[src/hdl/arc_pkg.sv]
// Package holding the reply patterns, command kinds, verdict codes and the match functions.
`default_nettype none
package arc_pkg;

  localparam int unsigned WIN_DEPTH = 35;
  localparam int unsigned PAT_COUNT = 20;
  localparam int unsigned PAT_CHARS = WIN_DEPTH + 1;
  localparam int unsigned AGE_W = $clog2(PAT_CHARS);

  typedef logic [PAT_COUNT-1:0] pat_vec_t;
  typedef logic [AGE_W-1:0] age_t;

  typedef enum logic [3:0] {
    MODE_TEST      = 4'd0,
    MODE_ECHO      = 4'd1,
    MODE_APN       = 4'd2,
    MODE_SENDDATA  = 4'd3,
    MODE_PIN       = 4'd4,
    MODE_REG       = 4'd5,
    MODE_ATTACH    = 4'd6,
    MODE_NETQUERY  = 4'd7,
    MODE_WAITMSG   = 4'd8,
    MODE_NETOPEN   = 4'd9,
    MODE_SOCKOPEN  = 4'd10,
    MODE_SOCKSEND  = 4'd11,
    MODE_SOCKCLOSE = 4'd12,
    MODE_NETCLOSE  = 4'd13
  } mode_t;

  typedef enum logic [1:0] {
    V_OK   = 2'd0,
    V_FAIL = 2'd1,
    V_WAIT = 2'd2
  } verdict_t;

  localparam int unsigned P_OK          = 0;
  localparam int unsigned P_ERROR       = 1;
  localparam int unsigned P_CPIN_READY  = 2;
  localparam int unsigned P_CREG_01     = 3;
  localparam int unsigned P_CREG_05     = 4;
  localparam int unsigned P_CREG_00     = 5;
  localparam int unsigned P_CREG_02     = 6;
  localparam int unsigned P_CREG_03     = 7;
  localparam int unsigned P_CREG_04     = 8;
  localparam int unsigned P_CGATT_1     = 9;
  localparam int unsigned P_CGATT_0     = 10;
  localparam int unsigned P_NETOPEN_0   = 11;
  localparam int unsigned P_NETOPEN_1   = 12;
  localparam int unsigned P_IP_ERROR    = 13;
  localparam int unsigned P_CIPOPEN_00  = 14;
  localparam int unsigned P_CIPOPEN_01  = 15;
  localparam int unsigned P_PROMPT      = 16;
  localparam int unsigned P_CIPCLOSE_00 = 17;
  localparam int unsigned P_NETCLOSE_0  = 18;
  localparam int unsigned P_NETCLOSE_2  = 19;

  // Strings are right-justified, so the final character sits in the low byte.
  localparam logic [8*PAT_CHARS-1:0] PAT_TEXT [PAT_COUNT] = '{
    "OK",
    "ERROR",
    "+CPIN: READY",
    "+CREG: 0,1",
    "+CREG: 0,5",
    "+CREG: 0,0",
    "+CREG: 0,2",
    "+CREG: 0,3",
    "+CREG: 0,4",
    "+CGATT: 1",
    "+CGATT: 0",
    "+NETOPEN: 0",
    "+NETOPEN: 1",
    "+IP ERROR: Network is already opened",
    "+CIPOPEN: 0,0",
    "+CIPOPEN: 0,1",
    ">",
    "+CIPCLOSE: 0,0",
    "+NETCLOSE: 0",
    "+NETCLOSE: 2"
  };

  localparam age_t PAT_LEN [PAT_COUNT] = '{
    6'd2, 6'd5, 6'd12, 6'd10, 6'd10, 6'd10, 6'd10, 6'd10, 6'd10, 6'd9,
    6'd9, 6'd11, 6'd11, 6'd36, 6'd13, 6'd13, 6'd1, 6'd14, 6'd12, 6'd12
  };

  // A byte that lies age places behind the newest one agrees with every pattern
  // that is too short to reach it, and otherwise with the matching character.
  function automatic pat_vec_t char_match(logic [7:0] b, age_t age);
    pat_vec_t m;
    for (int i = 0; i < PAT_COUNT; i++) begin
      if (age >= PAT_LEN[i]) begin
        m[i] = 1'b1;
      end else begin
        m[i] = (b == PAT_TEXT[i][8*age +: 8]);
      end
    end
    return m;
  endfunction

  function automatic verdict_t pick(logic ok, logic fail);
    verdict_t v;
    if (ok) begin
      v = V_OK;
    end else if (fail) begin
      v = V_FAIL;
    end else begin
      v = V_WAIT;
    end
    return v;
  endfunction

  function automatic verdict_t decide(logic [3:0] mode, pat_vec_t s);
    verdict_t v;
    case (mode)
      MODE_TEST, MODE_ECHO, MODE_APN, MODE_SENDDATA: v = pick(s[P_OK], s[P_ERROR]);
      MODE_PIN:       v = pick(s[P_CPIN_READY], s[P_ERROR]);
      MODE_REG: begin
        if (s[P_CREG_01] || s[P_CREG_05]) begin
          v = V_OK;
        end else if (s[P_CREG_00] || s[P_CREG_02]) begin
          v = V_WAIT;
        end else if (s[P_CREG_03] || s[P_CREG_04]) begin
          v = V_FAIL;
        end else begin
          v = V_WAIT;
        end
      end
      MODE_ATTACH:    v = pick(s[P_CGATT_1], s[P_CGATT_0]);
      MODE_NETQUERY:  v = pick(s[P_NETOPEN_0], s[P_NETOPEN_1]);
      MODE_NETOPEN:   v = pick(s[P_NETOPEN_0], s[P_IP_ERROR]);
      MODE_SOCKOPEN:  v = pick(s[P_CIPOPEN_00], s[P_CIPOPEN_01]);
      MODE_SOCKSEND:  v = pick(s[P_PROMPT], s[P_ERROR]);
      MODE_SOCKCLOSE: v = pick(s[P_CIPCLOSE_00], s[P_ERROR]);
      MODE_NETCLOSE:  v = pick(s[P_NETCLOSE_0], s[P_NETCLOSE_2]);
      default:        v = V_WAIT;
    endcase
    return v;
  endfunction

endpackage
`default_nettype wire

[src/hdl/arc_if.sv]
// Handshake interfaces for the response byte channel and the verdict channel.
`default_nettype none
interface arc_byte_if;
  logic       valid;
  logic       ready;
  logic [3:0] mode;
  logic [7:0] byte_value;
  logic       last;

  modport source (output valid, output mode, output byte_value, output last, input ready);
  modport sink (input valid, input mode, input byte_value, input last, output ready);
endinterface

interface arc_verdict_if;
  logic       valid;
  logic       ready;
  logic [1:0] verdict;

  modport source (output valid, output verdict, input ready);
  modport sink (input valid, input verdict, output ready);
endinterface
`default_nettype wire

[src/hdl/arc_cell.sv]
// One window cell: holds a byte, passes it on to the older neighbour and compares it.
`default_nettype none
module arc_cell (
  input  wire                logic             clk,
  input  wire                logic             rst,
  input  wire                logic             shift,
  input  wire                logic             clear,
  input  wire                arc_pkg::age_t    age,
  input  wire                logic [7:0]       byte_in,
  output                     logic [7:0]       byte_out,
  output                     arc_pkg::pat_vec_t match
);

  logic [7:0] held;

  always_ff @(posedge clk) begin
    if (rst || clear) begin
      held <= 8'd0;
    end else if (shift) begin
      held <= byte_in;
    end
  end

  assign byte_out = held;
  assign match    = arc_pkg::char_match(held, age);

endmodule
`default_nettype wire

[src/hdl/at_response_classifier_core.sv]
// Top level of the modem response classifier: cell chain, found flags and verdict output.
//
// Usage: the response arrives one byte per transfer on resp_byte, each tagged
// with the command kind (mode); last marks the final byte. Every byte is
// compared in the transfer cycle against all reply patterns, using the new
// byte and a chain of 35 cells that hold the previous bytes. A zero byte ends
// the string; it and later bytes of the same response are ignored.
// On the transfer of the last byte a verdict (0 ok, 1 fail, 2 wait) is
// computed from the found flags and the command kind, and is registered
// for result. The window, flags and end mark are then cleared, so the next
// response may start in the very next cycle.
// Throughput is one byte per cycle while ready is high. The verdict sits in an
// output register backed by one skid register: while the receiver stalls, bytes
// keep being taken until a second verdict waits, and then resp_byte.ready falls until
// result drains. Reset clears the window, the flags and both verdict registers.
`default_nettype none
module at_response_classifier_core (
  input  wire logic          clk,
  input  wire logic          rst,
  arc_byte_if.sink           resp_byte,
  arc_verdict_if.source      result
);

  localparam int unsigned N = arc_pkg::WIN_DEPTH;

  logic [7:0]         chain [N+1];
  arc_pkg::pat_vec_t  cell_match [N];
  arc_pkg::pat_vec_t  hit;
  arc_pkg::pat_vec_t  seen;
  arc_pkg::pat_vec_t  seen_next;
  logic               string_ended;
  logic               take;
  logic               active;
  logic               shift;
  logic               finish;
  arc_pkg::verdict_t  verdict_next;

  logic               out_valid;
  logic [1:0]         out_data;
  logic               skid_valid;
  logic [1:0]         skid_data;
  logic               pop;

  assign resp_byte.ready = !skid_valid;
  assign take   = resp_byte.valid && resp_byte.ready;
  assign active = !string_ended && (resp_byte.byte_value != 8'd0);
  assign shift  = take && active;
  assign finish = take && resp_byte.last;

  assign chain[0] = resp_byte.byte_value;

  for (genvar g = 0; g < N; g++) begin : g_cell
    arc_cell u_cell (
      .clk      (clk),
      .rst      (rst),
      .shift    (shift),
      .clear    (finish),
      .age      (arc_pkg::age_t'(g + 1)),
      .byte_in  (chain[g]),
      .byte_out (chain[g+1]),
      .match    (cell_match[g])
    );
  end

  always_comb begin
    hit = arc_pkg::char_match(resp_byte.byte_value, '0);
    for (int k = 0; k < N; k++) begin
      hit = hit & cell_match[k];
    end
    seen_next    = active ? (seen | hit) : seen;
    verdict_next = arc_pkg::decide(resp_byte.mode, seen_next);
  end

  always_ff @(posedge clk) begin
    if (rst || finish) begin
      seen         <= '0;
      string_ended <= 1'b0;
    end else if (take) begin
      seen <= seen_next;
      if (resp_byte.byte_value == 8'd0) begin
        string_ended <= 1'b1;
      end
    end
  end

  assign pop = out_valid && result.ready;

  always_ff @(posedge clk) begin
    if (rst) begin
      out_valid  <= 1'b0;
      skid_valid <= 1'b0;
    end else if (pop && skid_valid) begin
      out_data   <= skid_data;
      skid_valid <= 1'b0;
    end else if (pop) begin
      out_valid <= finish;
      if (finish) begin
        out_data <= verdict_next;
      end
    end else if (finish) begin
      if (out_valid) begin
        skid_valid <= 1'b1;
        skid_data  <= verdict_next;
      end else begin
        out_valid <= 1'b1;
        out_data  <= verdict_next;
      end
    end
  end

  assign result.valid   = out_valid;
  assign result.verdict = out_data;

endmodule
`default_nettype wire

[src/flat_wrapper.sv]
// flat-port wrapper written by rule: the top's interface ports become plain ports
module at_response_classifier_core_flat 
  (clk, rst, resp_byte_valid, resp_byte_mode, resp_byte_byte_value, resp_byte_last, resp_byte_ready, result_valid, result_verdict, result_ready);
  arc_byte_if resp_byte_i ();
  arc_verdict_if result_i ();
  input  wire logic clk;
  input  wire logic rst;
  input wire logic [$bits(resp_byte_i.valid)-1:0] resp_byte_valid;
  input wire logic [$bits(resp_byte_i.mode)-1:0] resp_byte_mode;
  input wire logic [$bits(resp_byte_i.byte_value)-1:0] resp_byte_byte_value;
  input wire logic [$bits(resp_byte_i.last)-1:0] resp_byte_last;
  output wire logic [$bits(resp_byte_i.ready)-1:0] resp_byte_ready;
  output wire logic [$bits(result_i.valid)-1:0] result_valid;
  output wire logic [$bits(result_i.verdict)-1:0] result_verdict;
  input wire logic [$bits(result_i.ready)-1:0] result_ready;
  assign resp_byte_i.valid = resp_byte_valid;
  assign resp_byte_i.mode = resp_byte_mode;
  assign resp_byte_i.byte_value = resp_byte_byte_value;
  assign resp_byte_i.last = resp_byte_last;
  assign resp_byte_ready = resp_byte_i.ready;
  assign result_valid = result_i.valid;
  assign result_verdict = result_i.verdict;
  assign result_i.ready = result_ready;
  at_response_classifier_core u_core (.clk(clk), .rst(rst), .resp_byte(resp_byte_i), .result(result_i));
endmodule
[config.mk]
export PLATFORM = sky130hd
export DESIGN_NAME = at_response_classifier_core_flat
export DESIGN_NICKNAME = d
export VERILOG_FILES = /design/src/hdl/arc_pkg.sv /design/src/hdl/arc_if.sv /design/src/hdl/arc_cell.sv /design/src/hdl/at_response_classifier_core.sv /design/src/flat_wrapper.sv
export SDC_FILE = /design/constraint.sdc
export NUM_CORES = 1
export LEC_CHECK = 0
export ABC_AREA = 1
export BUFFER_PORTS_ARGS = -buffer_cell sky130_fd_sc_hd__buf_2
export CELL_PAD_IN_SITES_DETAIL_PLACEMENT = 0
export CELL_PAD_IN_SITES_GLOBAL_PLACEMENT = 2
export CORE_MARGIN = 2
export CORE_UTILIZATION = 35
export CTS_CLUSTER_DIAMETER = 150
export DETAILED_ROUTE_END_ITERATION = 12
export HOLD_SLACK_MARGIN = 0.03
export PLACE_DENSITY = 0.83
export RECOVER_POWER = 50
export SLEW_MARGIN = 20
export SYNTH_ARGS = -nofsm -noshare
export SYNTH_HDL_FRONTEND = slang
export SYNTH_SLANG_ARGS = --single-unit
[constraint.sdc]
create_clock -name clk -period 3.8 [get_ports clk]
set_clock_uncertainty 0.1 [all_clocks]
set_input_delay 0.95 -clock clk [delete_from_list [all_inputs] [get_ports clk]]
set_output_delay 0.95 -clock clk [all_outputs]
set_load 0.02 [all_outputs]
==> metrics.txt <==
Ports=21; Die Wd=203 um; Syn Nets=2013; most used cell, CP=nand2_1; Fin. Hold Viols=0; Worst setup EP type=register; Multi-input gate area=0.00622 sq mm; post_cts resized=0; Ys Warns=0; Mapped Area=0.0138 sq mm; CP max-delay cell=clkbuf_2; htree depth=2; Clock Root Buffer=clkbuf_16; TritonCTS clock tree=built; fill count=4214; Routed WL per cell=16.8 um; fin util=0.398; setup_tns=0 ns; 1st-iter DRT viols=773; ANT cells=0; slowest stage delay, CP=0.57 ns; Layout Nets=1981; postcts setup bufs=0; Int Power=5.51 mW; total power=7.43 mW; worst vdd ir=292 uV; 1st-pass router iterations=5; leakage=5.25 nW; unrepaired setup endpoints after global routing=no; Gate power share=0.077; hold slack=0.351 ns; DPL Wire Length=28800 um; fin. max-slew vios=118; Die ar.=0.0410 sq mm; initial antenna violation count=0; I/O Buffers=20; grt ovf=0; layout cell share with drive strength beyond 1=0.0618; die height=203 um; Clk pwr share=0.460; initial core utilization=0.356; Distinct cells, synth=31; min Tclk post-route=3.05 ns; Worst slew margin=-0.0800; actual slew at the worst max-slew pin=1.62 ns; Synth Flop Type=dfxtp_1; Area Overhead vs Synth=11.7%; sequential cell area=0.00619 sq mm; largest net degree at the start of global routing=118; crit path launch type=input port; synthesized area per cell=6.91 sq um; PwrDens=482 mW/mm^2; final setup violation count=0; vias in the first global route=12487; CP cell instances=clkbuf_1 > inv_1 > nand2_1 > nor2_1 > nand2_1 > nand2_1 > inv_4 > nand2_8 > clkbuf_2 > o21ai_0 > a21oi_1; flop and latch count out of synthesis=307; Routed Antenna Nets=0; DR vias/cell=5.09; DRC violations left=0; hold_buf cts=0; Critical Path Fanout Max=52; status=finished with violations; Clock Latency Late Sink=0.54 ns; Max Fclk=0.328 GHz; final wirelength=42000 um; Required @ worst endpoint=4.10 ns; core area=0.0387 sq mm; CP Class=input port to register; Total GRT Usage=0.206; Sw Pwr=1.92 mW; fraction of registers with async set/reset=0; Hold Path Class=register to register; Post-synth EDFFs=4; total clock sinks=307; Via Count=12751; period utilization=0.802; number of buffers created by CTS=36; max-cap viol count=1; routability cong.=0.877; FP Rows=72; sequential fraction of the synthesis area=0.449; Sw Ratio=0.259; share of power burned in registers=0.463; clock buffer depth=3; Syn Inst Count=1996; failing checks=capacitance limit, slew limit; critical path arrival=3.35 ns; clock slew at reported path FFs=0.06 ns; global-route wire length before repair=67900 um
## placed cells by master, fill, tap and decap left out, types with 18 or more instances in the layout
master | Yosys | layout
nand2_1 | 310 | 312
dfxtp_1 | 303 | 303
a21oi_1 | 293 | 293
nor2_1 | 241 | 241
inv_1 | 231 | 230
o21ai_0 | 181 | 181
nand3_1 | 180 | 180
nand4_1 | 59 | 59
clkbuf_16 | 0 | 36
nor3_1 | 24 | 24
nor2_2 | 18 | 18
## state kept, by name (all words and copies together) (netlist names)
name / flops
u_core.skid_data: 2
u_core.string_ended: 1
u_core.seen: 20
u_core.result.valid: 1
u_core.result.verdict: 2
u_core.g_cell.u_cell.byte_out: 280
u_core.skid_valid: 1
## synth_stat cells, types with 3 or more instances
master	number	area share
a211oi_1	5	0.0027
a21oi_1	293	0.11
buf_1	9	0.0024
buf_2	52	0.019
buf_4	4	0.0022
clkbuf_1	42	0.011
dfxtp_1	303	0.44
edfxtp_1	4	0.0087
inv_1	231	0.063
inv_2	7	0.0019
nand2_1	310	0.084
nand2_2	7	0.0032
nand3_1	180	0.065
nand3b_1	4	0.0022
nand4_1	59	0.027
nor2_1	241	0.066
nor2_2	18	0.0082
nor3_1	24	0.0087
nor4_1	3	0.0014
o21a_1	6	0.0033
o21ai_0	181	0.066
## layout make-up
cell class / instances / share of cell area
Multi-Input combinational cell: 1342 / 0.404
Sequential cell: 307 / 0.402
Clock buffer: 54 / 0.0687
Inverter: 239 / 0.0586
Tap cell: 518 / 0.0421
Timing Repair Buffer: 38 / 0.0189
Clock inverter: 9 / 0.00650
## worst max-delay path: cells and delay by family
| kind | cells | cell delay, ns |
|---|---|---|
| AO/OA/AOI/OAI | 2 | 0.55 |
| AND/OR/NAND/NOR | 5 | 0.84 |
| buffers and inverters | 4 | 0.98 |
## power groups by stage
stage / clock [mW] / sequential [mW] / combinational (mW)
floorplan: 0 / 3.48 / 0.412
global placement: 0 / 3.51 / 0.583
detailed placement: 0 / 3.51 / 0.588
CTS: 3.52 / 3.44 / 0.590
global route: 3.63 / 3.46 / 0.653
finish: 3.41 / 3.44 / 0.571
## final timing paths
kind,from,endpoint,slack (ns),cells past startpoint
max,resp_byte_byte_value[7],u_core.g_cell[26].u_cell.byte_out[2],0.75,11
min,u_core.g_cell[34].u_cell.byte_out[2],u_core.g_cell[34].u_cell.byte_out[2],0.35,2
max reg2reg,u_core.skid_valid,u_core.g_cell[2].u_cell.byte_out[0],0.90,9
min reg2reg,u_core.g_cell[34].u_cell.byte_out[2],u_core.g_cell[34].u_cell.byte_out[2],0.35,2
## kinds of logic after synthesis
group / share of synthesized area
simple gates: 0.272
compound gates: 0.178
buf+inv: 0.101
flops: 0.449
## routing by layer
| layer | vias to the layer above | share of wire | track usage |
|---|---|---|---|
| met4 | 0 | 0.029 | 0.0665 |
| met1 | 6011 | 0.47 | 0.274 |
| met5 | - | 0 | 0 |
| li1 | 6485 | - | - |
| met2 | 184 | 0.47 | 0.348 |
| met3 | 71 | 0.032 | 0.0276 |
## per-stage QoR
| step | setup slack (ns) | std cells | cell area, sq um |
|---|---|---|---|
| final | 0.753 | 2507 | 15400 |
| after global placement | 0.618 | 2444 | 14300 |
| after CTS | 1.18 | 2507 | 15500 |
| after floorplan | 1.31 | 1996 | 13800 |
| after global routing | 0.490 | 2507 | 15400 |
| after detailed placement | 0.612 | 2444 | 14300 |
Power figures use the tool's default switching activity.
